### src/hdl/mfsp_pkg.sv
// shared types and constants for the monochrome framebuffer shift/paint unit
package mfsp_pkg;

  typedef enum logic [2:0] {
    OP_PAINT    = 3'd0,
    OP_UP       = 3'd1,
    OP_DOWN     = 3'd2,
    OP_LEFT     = 3'd3,
    OP_RIGHT    = 3'd4,
    OP_CLEAR    = 3'd5,
    OP_READ     = 3'd6,
    OP_READ_ALT = 3'd7
  } op_e_t;

  typedef enum logic [1:0] {
    ST_DONE    = 2'd0,
    ST_REFUSED = 2'd1,
    ST_RANGE   = 2'd2,
    ST_SPARE   = 2'd3
  } status_t;

  localparam int unsigned DATA_W = 32;
  localparam int unsigned COL_W  = 8;

  typedef struct packed {
    op_e_t              op;
    logic [COL_W-1:0]   column;
    logic [DATA_W-1:0]  pattern;
  } in_req_t;

  typedef struct packed {
    status_t            status;
    logic [DATA_W-1:0]  column_data;
  } out_res_t;

  typedef struct packed {
    logic               apply;
    op_e_t              op;
    logic [COL_W-1:0]   column;
    logic [DATA_W-1:0]  pattern;
  } cell_ctrl_t;

endpackage

### src/hdl/mfsp_cell.sv
// one framebuffer column: holds its word and trades it with its neighbours
module mfsp_cell import mfsp_pkg::*; #(
  parameter int unsigned WORD_W = 32,
  parameter int unsigned INDEX  = 0
) (
  input  logic              clk,
  input  logic              rst_n,
  input  cell_ctrl_t        ctrl,
  input  logic [WORD_W-1:0] left_word,
  input  logic [WORD_W-1:0] right_word,
  output logic [WORD_W-1:0] word
);

  localparam int unsigned LOW_W = (WORD_W < DATA_W) ? WORD_W : DATA_W;

  logic [WORD_W-1:0] word_r;
  logic [WORD_W-1:0] word_nxt;
  logic              sel;

  assign sel  = (ctrl.column == COL_W'(INDEX));
  assign word = word_r;

  always_comb begin
    word_nxt = word_r;
    if (ctrl.apply) begin
      case (ctrl.op)
        OP_PAINT: begin
          if (sel) word_nxt = WORD_W'(ctrl.pattern[LOW_W-1:0]);
        end
        OP_UP:    word_nxt = word_r >> 1;
        OP_DOWN:  word_nxt = word_r << 1;
        OP_LEFT:  word_nxt = right_word;
        OP_RIGHT: word_nxt = left_word;
        OP_CLEAR: word_nxt = '0;
        default:  word_nxt = word_r;
      endcase
    end
  end

  always_ff @(posedge clk) begin
    if (!rst_n) begin
      word_r <= '0;
    end else begin
      word_r <= word_nxt;
    end
  end

endmodule
### config.mk
export PLATFORM = sky130hd
export DESIGN_NAME = mfsp_cell
export DESIGN_NICKNAME = d
export VERILOG_FILES = /design/src/hdl/mfsp_pkg.sv /design/src/hdl/mfsp_cell.sv
export SDC_FILE = /design/constraint.sdc
export NUM_CORES = 1
export LEC_CHECK = 0
export BUFFER_PORTS_ARGS = -buffer_cell sky130_fd_sc_hd__buf_4
export CORE_MARGIN = 2
export CORE_UTILIZATION = 45
export CTS_CLUSTER_SIZE = 14
export DETAILED_ROUTE_END_ITERATION = 8
export PLACE_DENSITY = 0.81
export SLEW_MARGIN = 0
export SYNTH_ARGS = -nofsm -noshare
export SYNTH_HDL_FRONTEND = slang
export SYNTH_SLANG_ARGS = --single-unit
### constraint.sdc
create_clock -name clk -period 1.5 [get_ports clk]
set_input_delay 0.075 -clock clk [delete_from_list [all_inputs] [get_ports clk]]
set_output_delay 0.075 -clock clk [all_outputs]
set_load 0.05 [all_outputs]
==> results_dict.tcl, run 1 <==
set metrics [dict create \
    power-per-cell-area_nw_per_um2 733 \
    final-hold-violation-count 0 \
    grt_pass1_vias 3235 \
    cts.repair_timing.setup_buffer_count 0 \
    cp_num_buf_inv 0 \
    largest_family_of_logic_cells_by_synthesized_area "compound AO/OA/AOI/OAI gates" \
    synthToLayoutAreaGrowth_pct 50.0 \
    postLayoutSetupSlackWorst_ns 0.107 \
    core.rowCount 27 \
    nets 620 \
    postSynthRegisterBits 32 \
    ant_nets 0 \
    critical_path.max_fanout 3 \
    synth_area_per_cell_um2 7.02 \
    clock_skew_ns 0.00403 \
    max-slew-margin-rel_pct 66.0 \
    synth_xor_xnor_area_share_pct 0 \
    irDropWorstVdd_mv 0.369 \
    wl_per_cell_um 17.0 \
    fraction_of_synthesized_area_in_multiplexers_pct 4.66 \
    maxClockFrequency_mhz 718 \
    drc 0 \
    boundaryPins 142 \
    intPower_w 0.00179 \
    largest_register_ff_count 32 \
    delay_of_the_slowest_critical_path_stage_ns 0.38 \
    area_occupied_by_multi_input_gates_um2 1660 \
    crit_chain "nand2b_1 > a221oi_1 > a211oi_1 > or3_1 > a21boi_2" \
    detailedPlace.worstSlack_ns 0.0329 \
    routabilityCongestion 0.919 \
    synth_sequential_area_ratio_pct 24.9 \
    worst_hold_startpoint "ctrl[9]" \
    tritoncts_clock_tree "built" \
    grt_max_degree 32 \
    ctsHoldBuffers 0 \
    dr_total_vias 3436 \
    crit_path_top_delay_cell "sky130_fd_sc_hd__or3_1" \
    placement.cell_area_um2 3770 \
    setup.worst_path.class "reg -> reg" \
    synth_nets 477 \
    drive_above_1_share_pct 41.9 \
    clkTransAtPathRegs_ns 0.07 \
    synth.lib_cells_used.distinct 44 \
    initial_cell_density_of_the_core_pct 46.8 \
    outcome "finished clean" \
    seq_power_share_pct 34.7 \
    synth-simple-area-share_pct 22.6 \
    switching_share_pct 36.7 \
    cp.arrival_ns 1.62 \
    synthesis.area_um2 2580 \
    clk_path_buf_depth 2 \
    viasPerCell 5.89 \
    hp-class "in -> reg" \
    final_core_util_pct 70.2 \
    share_comb_of_total_power_pct 40.4 \
    port_buffers 141 \
    setup_failing_eps_final 0 \
    cell_depth_of_the_worst_hold_path 3 \
    finalHoldWorstSlack_ns 0.0617 \
    clock_sink_count 32 \
    startpoint_type "flop" \
    leakage_nw 1.69 \
    p_clk_share_pct 24.9 \
    fp.coreArea_um2 5510 \
    detailedRoute.firstIterationViolations 321 \
    first_pass_grt_wire_length_um 15500 \
    final_area_um2 3860 \
    setup_repair_after_global_routing_missed_its_margin "no" \
    globalRoute.totalOverflow 0 \
    power_switching_w 0.00104 \
    rr_endpoint "word[20]$_SDFFE_PN0P_" \
    cts.root.buffer_cell "sky130_fd_sc_hd__clkbuf_8" \
    worst_r2r_startpoint "word[19]$_SDFFE_PN0P_" \
    synth_warnings 0 \
    synth_fa_ha_area_share_pct 0 \
    wl_um 9890 \
    critical-path-top-delay-family "simple AND/OR/NAND/NOR gates" \
    synth-compound-area-share_pct 37.3 \
    regArea_um2 652 \
    period_share_pct 92.9 \
    numCtsBuffers 5 \
    required_ns 1.72 \
    cp-end-kind "flop" \
    dieArea_um2 6350 \
    worst_max_slew_pin_slew_ns 0.503 \
    ctsResizeCount 0 \
    insertion_delay_ns 0.29 \
    antenna_found_initial 0 \
    r2r_cells 5 \
    setup.reg_to_reg.worst_slack_ns 0.11 \
    max-cap-violations 0 \
    chip_height_um 79.7 \
    post-route-min-period_ns 1.39 \
    detailedPlacementHpwl_um 7330 \
    antenna-diode-count 0 \
    report.final.slew_viol_count 0 \
    firstDrtPassIters 5 \
    track_usage_pct 30.5 \
    worst_hold_path.endpoint "word[9]$_SDFFE_PN0P_" \
    layout.filler_cells 469 \
    final.setup.tns_ns 0 \
    die_w_um 79.7 \
    syn_inst 367 \
    cts_htree_levels 2 \
]
[cells in the final DEF (no fill, tap or decap), types with 6 or more instances in the layout]
| master | n |
|---|---|
| sky130_fd_sc_hd__dfxtp_2 | 9 |
| sky130_fd_sc_hd__buf_4 | 171 |
| sky130_fd_sc_hd__or3_1 | 10 |
| sky130_fd_sc_hd__o21ai_1 | 18 |
| sky130_fd_sc_hd__clkbuf_8 | 6 |
| sky130_fd_sc_hd__dfxtp_1 | 23 |
| sky130_fd_sc_hd__a21oi_1 | 50 |
| sky130_fd_sc_hd__o22ai_1 | 43 |
| sky130_fd_sc_hd__inv_1 | 9 |
| sky130_fd_sc_hd__mux2_2 | 8 |
| sky130_fd_sc_hd__nand3_1 | 27 |
| sky130_fd_sc_hd__o31ai_1 | 7 |
| sky130_fd_sc_hd__o21ai_0 | 10 |
| sky130_fd_sc_hd__nor2_1 | 29 |
| sky130_fd_sc_hd__nand2_1 | 32 |
[final cells by class]
| cell class | instances | share of cell area [%] |
|---|---|---|
| clock inverter | 1 | 0.194 |
| tap | 72 | 2.33 |
| timing repair buffer | 173 | 34.3 |
| multi-input combinational | 287 | 43.1 |
| clock buffer | 7 | 2.23 |
| sequential | 32 | 16.9 |
| inverter | 11 | 1.07 |
[synth_stat cells, drive strengths merged]
| cell type | n | area, µm² |
|---|---|---|
| nor4 | 2 | 25.0 |
| o31ai | 7 | 52.6 |
| or2 | 1 | 6.26 |
| a311oi | 1 | 8.76 |
| nor3 | 3 | 15.0 |
| and3 | 1 | 6.26 |
| a22oi | 2 | 15.0 |
| o211a | 1 | 10.0 |
| nand2b | 4 | 25.0 |
| inv | 11 | 41.3 |
| nand2 | 36 | 145 |
| buf | 27 | 194 |
| o41ai | 1 | 16.3 |
| mux2 | 8 | 90.1 |
| o211ai | 3 | 22.5 |
| mux2i | 3 | 30.0 |
| o221a | 1 | 11.3 |
| o21ai | 28 | 140 |
| a221oi | 3 | 26.3 |
| a2bb2oi | 1 | 8.76 |
| or3b | 1 | 8.76 |
| nor2 | 31 | 121 |
| nor3b | 1 | 7.51 |
| a31oi | 1 | 6.26 |
| o22ai | 43 | 269 |
| nand3 | 27 | 135 |
| a21oi | 51 | 259 |
| o311ai | 6 | 52.6 |
| a21boi | 4 | 41.3 |
| or3 | 11 | 73.8 |
| clkbuf | 10 | 37.5 |
| a211oi | 3 | 22.5 |
| dfxtp | 32 | 641 |
| and2 | 2 | 12.5 |
[worst min-delay path, cell delays in order]
cell and delay, ns:
sky130_fd_sc_hd__buf_4 0.08, sky130_fd_sc_hd__o22ai_1 0.05, sky130_fd_sc_hd__o21ai_1 0.11
[routing by layer]
layer	vias up	share of wire [%]	GRT usage (%)
met5	-	0	0
met4	0	1.3	7.59
met3	18	9.6	5.88
met2	212	47	51.3
met1	1556	42	39.9
li1	1650	-	-
[per-stage QoR]
| stage | instances | total power, W |
|---|---|---|
| 2_1_floorplan | 367 | 0.00165 |
| 3_3_place_gp | 575 | 0.00211 |
| 3_5_place_dp | 575 | 0.00213 |
| 4_1_cts | 583 | 0.00281 |
| 5_1_grt | 583 | 0.00296 |
| 6_report | 583 | 0.00283 |
[worst max path at each step]
stage	from	endpoint	slack, ns	cells past startpoint
2_1_floorplan	word[1]$_SDFFE_PN0P_	word[0]$_SDFFE_PN0P_	0.01	5
3_3_place_gp	ctrl[40]	word[9]$_SDFFE_PN0P_	0.07	7
3_5_place_dp	ctrl[40]	word[2]$_SDFFE_PN0P_	0.03	7
4_1_cts	word[19]$_SDFFE_PN0P_	word[20]$_SDFFE_PN0P_	0.12	5
5_1_grt	word[28]$_SDFFE_PN0P_	word[29]$_SDFFE_PN0P_	0.02	4
6_report	word[19]$_SDFFE_PN0P_	word[20]$_SDFFE_PN0P_	0.11	5
[cells by family after synthesis]
group	Yosys count
flops	32
simple gates	120
mux	11
compound gates	156
buf+inv	48
[power by group through the flow]
stage	sequential, W	clock, W	combinational, W
floorplan	0.00119	0	0.000462
global placement	0.00100	0	0.00111
detailed placement	0.000999	0	0.00113
CTS	0.000981	0.000702	0.00113
global route	0.000991	0.000750	0.00122
finish	0.000984	0.000705	0.00114
(Power assumes the default switching activity.)
==> inputs of run 2 (changes only) <==
--- a/config.mk
+++ b/config.mk
@@ -11,6 +11,7 @@
 export CTS_CLUSTER_SIZE = 14
 export DETAILED_ROUTE_END_ITERATION = 8
 export PLACE_DENSITY = 0.81
+export RECOVER_POWER = 25
 export SLEW_MARGIN = 0
 export SYNTH_ARGS = -nofsm -noshare
 export SYNTH_HDL_FRONTEND = slang
==> run 2 against run 1 <==
Combinational power barely moved; highest routed layer unchanged; largest cell class unchanged; non-clock buffer count did not move; maximum frequency rose by 0.61%; flip-flop and latch count did not move; first-iteration DRC count fell by 2.8%.
==> results_dict.tcl, run 2 (synthesis gave the netlist of run 1 again) <==
set metrics [dict create \
    outcome "finished clean" \
    cts.repair_timing.setup_buffer_count 0 \
    ctsResizeCount 0 \
    crit_path_start "word[28]$_SDFFE_PN0P_" \
    max-cap-violations 0 \
    required_ns 1.70 \
    wl_per_cell_um 16.9 \
    clk_path_buf_depth 2 \
    setup.worst_path.class "reg -> reg" \
    worst_hold_startpoint "ctrl[9]" \
    final_core_util_pct 69.1 \
    nets 620 \
    boundaryPins 142 \
    crit_path_top_delay_cell "sky130_fd_sc_hd__o311ai_0" \
    grt_pass1_vias 3235 \
    tritoncts_clock_tree "built" \
    first_pass_grt_wire_length_um 15500 \
    post-route-min-period_ns 1.38 \
    cell_depth_of_the_worst_hold_path 3 \
    crit_chain "inv_1 > o311ai_0 > o22ai_1 > o31ai_1" \
    period_share_pct 92.3 \
    wl_um 9860 \
    cts_htree_levels 2 \
    ctsHoldBuffers 0 \
    worst_r2r_startpoint "word[28]$_SDFFE_PN0P_" \
    irDropWorstVdd_mv 0.365 \
    delay_of_the_slowest_critical_path_stage_ns 0.49 \
    track_usage_pct 30.5 \
    synthToLayoutAreaGrowth_pct 47.6 \
    power-per-cell-area_nw_per_um2 738 \
    firstDrtPassIters 5 \
    layout.cells.most_common "sky130_fd_sc_hd__buf_4" \
    setup_failing_eps_final 0 \
    worst_max_slew_pin_slew_ns 0.605 \
    grt_max_degree 32 \
    initial_cell_density_of_the_core_pct 46.8 \
    report.final.slew_viol_count 0 \
    critical_path.max_fanout 5 \
    die_w_um 79.7 \
    clkTransAtPathRegs_ns 0.07 \
    setup_repair_after_global_routing_missed_its_margin "no" \
    r2r_cells 4 \
    numCtsBuffers 5 \
    drc 0 \
    globalRoute.totalOverflow 0 \
    detailedRoute.firstIterationViolations 312 \
    cp.arrival_ns 1.59 \
    viasPerCell 5.91 \
    dieArea_um2 6350 \
    cp-end-kind "flop" \
    detailedPlace.worstSlack_ns 0.0329 \
    largest_register_ff_count 32 \
    insertion_delay_ns 0.29 \
    maxClockFrequency_mhz 722 \
    antenna-diode-count 0 \
    cts.root.buffer_cell "sky130_fd_sc_hd__clkbuf_8" \
    port_buffers 141 \
    dr_total_vias 3447 \
    startpoint_type "flop" \
    hp-class "in -> reg" \
    routabilityCongestion 0.919 \
    cp_num_buf_inv 1 \
    ant_nets 0 \
    crit_path_cell_count 4 \
    max-slew-margin-rel_pct 59.8 \
    mostFrequentLayoutCells "155 x sky130_fd_sc_hd__buf_4, 50 x sky130_fd_sc_hd__a21oi_1, 43 x sky130_fd_sc_hd__o22ai_1" \
    detailedPlacementHpwl_um 7330 \
    clock_skew_ns 0.00173 \
    final.setup.tns_ns 0 \
    finalHoldWorstSlack_ns 0.0581 \
    final-hold-violation-count 0 \
    chip_height_um 79.7 \
    antenna_found_initial 0 \
    core.rowCount 27 \
    drive_above_1_share_pct 38.7 \
    postLayoutSetupSlackWorst_ns 0.115 \
    leakage_nw 1.63 \
    fp.coreArea_um2 5510 \
    clock_sink_count 32 \
    critical-path-top-delay-family "compound AO/OA/AOI/OAI gates" \
]
[run 2: cell count changes in the layout (fill, tap and decap cells not counted), sizes merged]
cell / previous run / this run
buf: 173 / 157
clkbuf: 7 / 23
[run 2: final timing paths]
path                                         endpoint  slack, ns
worst max-delay path            word[29]$_SDFFE_PN0P_       0.12
worst min register to register   word[3]$_SDFFE_PN0P_       0.49
worst min-delay path             word[9]$_SDFFE_PN0P_       0.06
worst max register to register  word[29]$_SDFFE_PN0P_       0.12
[run 2: power by group]
group,switching (W),internal (W),total (W)
sequential,0.0000685,0.000914,0.000982
clock,0.000335,0.000373,0.000708
combinational,0.000636,0.000481,0.00112
[run 2: cell type report]
cell class                 count  area (µm²)
clock buffer                   7        86.3
sequential                    32         652
clock inverter                 1        7.51
fill                         491        1700
inverter                      11        41.3
timing repair buffer         173        1260
tap                           72        90.1
multi-input combinational    287        1660
[run 2: per-stage QoR]
stage / total power, W / cells / instance area [µm²]
after CTS: 0.00281 / 583 / 3860
after detailed placement: 0.00213 / 575 / 3770
final: 0.00281 / 583 / 3800
after floorplan: 0.00165 / 367 / 2590
after global routing: 0.00293 / 583 / 3800
after global placement: 0.00211 / 575 / 3770
[run 2: worst min-delay path, stage by stage]
cell                      delay (ns)
sky130_fd_sc_hd__buf_4          0.08
sky130_fd_sc_hd__o22ai_1        0.05
sky130_fd_sc_hd__o21ai_1        0.11
[run 2: layer usage]
layer	track usage, %	vias up	routed length [µm]
met1	39.9	1558	4010
met2	51.3	220	4700
met3	5.88	22	1020
met5	0	-	0
li1	-	1647	-
met4	7.59	0	137
==> inputs of run 3 (changes only) <==
--- a/config.mk
+++ b/config.mk
@@ -12,6 +12,7 @@
 export DETAILED_ROUTE_END_ITERATION = 8
 export PLACE_DENSITY = 0.81
 export RECOVER_POWER = 25
+export REMOVE_ABC_BUFFERS = 1
 export SLEW_MARGIN = 0
 export SYNTH_ARGS = -nofsm -noshare
 export SYNTH_HDL_FRONTEND = slang
==> run 3 against run 2 <==
Final cell count up 0.34%; power up 4.4%; largest cell class unchanged; largest power group unchanged; highest routed layer unchanged; worst hold slack worse by 0.0021 ns; first-iteration DRC count up 0.96%; critical path type unchanged; via count up 3.1%.
==> results_dict.tcl, run 3 (synthesis gave the netlist of run 1 again) <==
set metrics [dict create \
    outcome "finished clean" \
    die_w_um 79.7 \
    irDropWorstVdd_mv 0.476 \
    detailedPlace.worstSlack_ns -0.0103 \
    layout.cells.most_common "sky130_fd_sc_hd__buf_4" \
    pnr_total_power_w 0.00293 \
    critical_path.max_fanout 4 \
    first_pass_grt_wire_length_um 15600 \
    nets 622 \
    viasPerCell 6.07 \
    wl_per_cell_um 17.0 \
    cts.root.buffer_cell "sky130_fd_sc_hd__clkbuf_8" \
    setup_repair_after_global_routing_missed_its_margin "no" \
    cp-end-kind "flop" \
    boundaryPins 142 \
    clock_sink_count 32 \
    routabilityCongestion 0.949 \
    cts_htree_levels 2 \
    final_core_util_pct 69.8 \
    required_ns 1.67 \
    postLayoutSetupSlackWorst_ns 0.0872 \
    largest_register_ff_count 32 \
    antenna_found_initial 0 \
    startpoint_type "flop" \
    max-cap-violations 0 \
    port_buffers 141 \
    dr_total_vias 3553 \
    clk_path_buf_depth 2 \
    grt_max_degree 30 \
    core.rowCount 27 \
    dieArea_um2 6350 \
    globalRoute.totalOverflow 0 \
    antenna-diode-count 0 \
    ant_nets 0 \
    placedCellCount 577 \
    numCtsBuffers 5 \
    layout.filler_cells 484 \
    track_usage_pct 30.8 \
    grt_pass1_vias 3319 \
    detailedRoute.firstIterationViolations 315 \
    leakage_nw 1.65 \
    initial_cell_density_of_the_core_pct 46.8 \
    max-slew-margin-rel_pct 58.5 \
    wl_um 9940 \
    tritoncts_clock_tree "built" \
    setup.worst_path.class "reg -> reg" \
    maxClockFrequency_mhz 708 \
    synthToLayoutAreaGrowth_pct 49.0 \
    drc 0 \
    clock_skew_ns 0.00425 \
    hp-class "in -> reg" \
    period_share_pct 94.2 \
    mostFrequentLayoutCells "156 x sky130_fd_sc_hd__buf_4, 50 x sky130_fd_sc_hd__a21oi_1, 43 x sky130_fd_sc_hd__o22ai_1" \
    finalHoldWorstSlack_ns 0.0559 \
    cp.arrival_ns 1.59 \
    detailedPlacementHpwl_um 7420 \
    fp.coreArea_um2 5510 \
    post-route-min-period_ns 1.41 \
    report.final.slew_viol_count 0 \
    finish.cell_count_without_fillers 585 \
    chip_height_um 79.7 \
    insertion_delay_ns 0.28 \
    clkTransAtPathRegs_ns 0.07 \
    setup_failing_eps_final 0 \
    regArea_um2 641 \
    area_occupied_by_multi_input_gates_um2 1670 \
    firstDrtPassIters 5 \
    worst_max_slew_pin_slew_ns 0.626 \
    power-per-cell-area_nw_per_um2 763 \
    drive_above_1_share_pct 37.4 \
    final-hold-violation-count 0 \
]
-- run 3: cell types whose count changed in the layout (fill, tap and decap cells not counted), sizes merged --
cell      previous run  this run
buf                157       159
bufinv               0         1
clkbuf              23        22
clkinv               0         1
clkinvlp             1         0
-- run 3: power breakdown --
part | internal, W | leakage [nW] | switching [W]
clock network | 0.000493 | 0.0552 | 0.000331
logic | 0.000488 | 1.33 | 0.000640
registers | 0.000910 | 0.262 | 0.0000691
-- run 3: timing repair --
action / 4_1_cts / 5_1_grt
buffers inserted: 0 / 0
endpoints found under the hold margin: 0 / 0
setup endpoints to repair: 0 / 2
hold buffers: 0 / 0
gates resized for setup: 0 / 2
-- run 3: stage by stage --
step | setup TNS, ns | area, µm²
after global routing | 0 | 3840
after detailed placement | -0.0198 | 3790
after CTS | 0 | 3890
final | 0 | 3840
after global placement | 0 | 3790
after floorplan | -1.07 | 2350
-- run 3: area by class of cell --
cell class	count	area share, %
Clock inverter	2	0.912
Sequential cell	32	16.7
Clock buffer	6	1.89
Inverter	11	1.07
Timing Repair Buffer	175	33.6
Tap cell	72	2.35
Multi-Input combinational cell	287	43.5
-- run 3: worst paths after layout --
kind	slack (ns)	startpoint	cells past startpoint	end
min	0.06	ctrl[9]	3	word[9]$_SDFFE_PN0P_
min reg2reg	0.50	word[25]$_SDFFE_PN0P_	2	word[25]$_SDFFE_PN0P_
max	0.09	word[1]$_SDFFE_PN0P_	5	word[0]$_SDFFE_PN0P_
max reg2reg	0.09	word[1]$_SDFFE_PN0P_	5	word[0]$_SDFFE_PN0P_
-- run 3: worst max-delay path: stages (launching register included) --
cell,delay [ns]
sky130_fd_sc_hd__dfxtp_1,0.34
sky130_fd_sc_hd__mux2_2,0.26
sky130_fd_sc_hd__and3_1,0.17
sky130_fd_sc_hd__a311oi_1,0.28
sky130_fd_sc_hd__nand2_1,0.11
sky130_fd_sc_hd__o211a_1,0.14
-- run 3: layer usage --
metal / global-route usage [%] / vias to the layer above / part of all wire [%]
li1: - / 1666 / -
met5: 0 / - / 0
met1: 41.4 / 1612 / 41
met2: 50.0 / 260 / 47
met3: 4.75 / 15 / 11
met4: 10.3 / 0 / 1.3
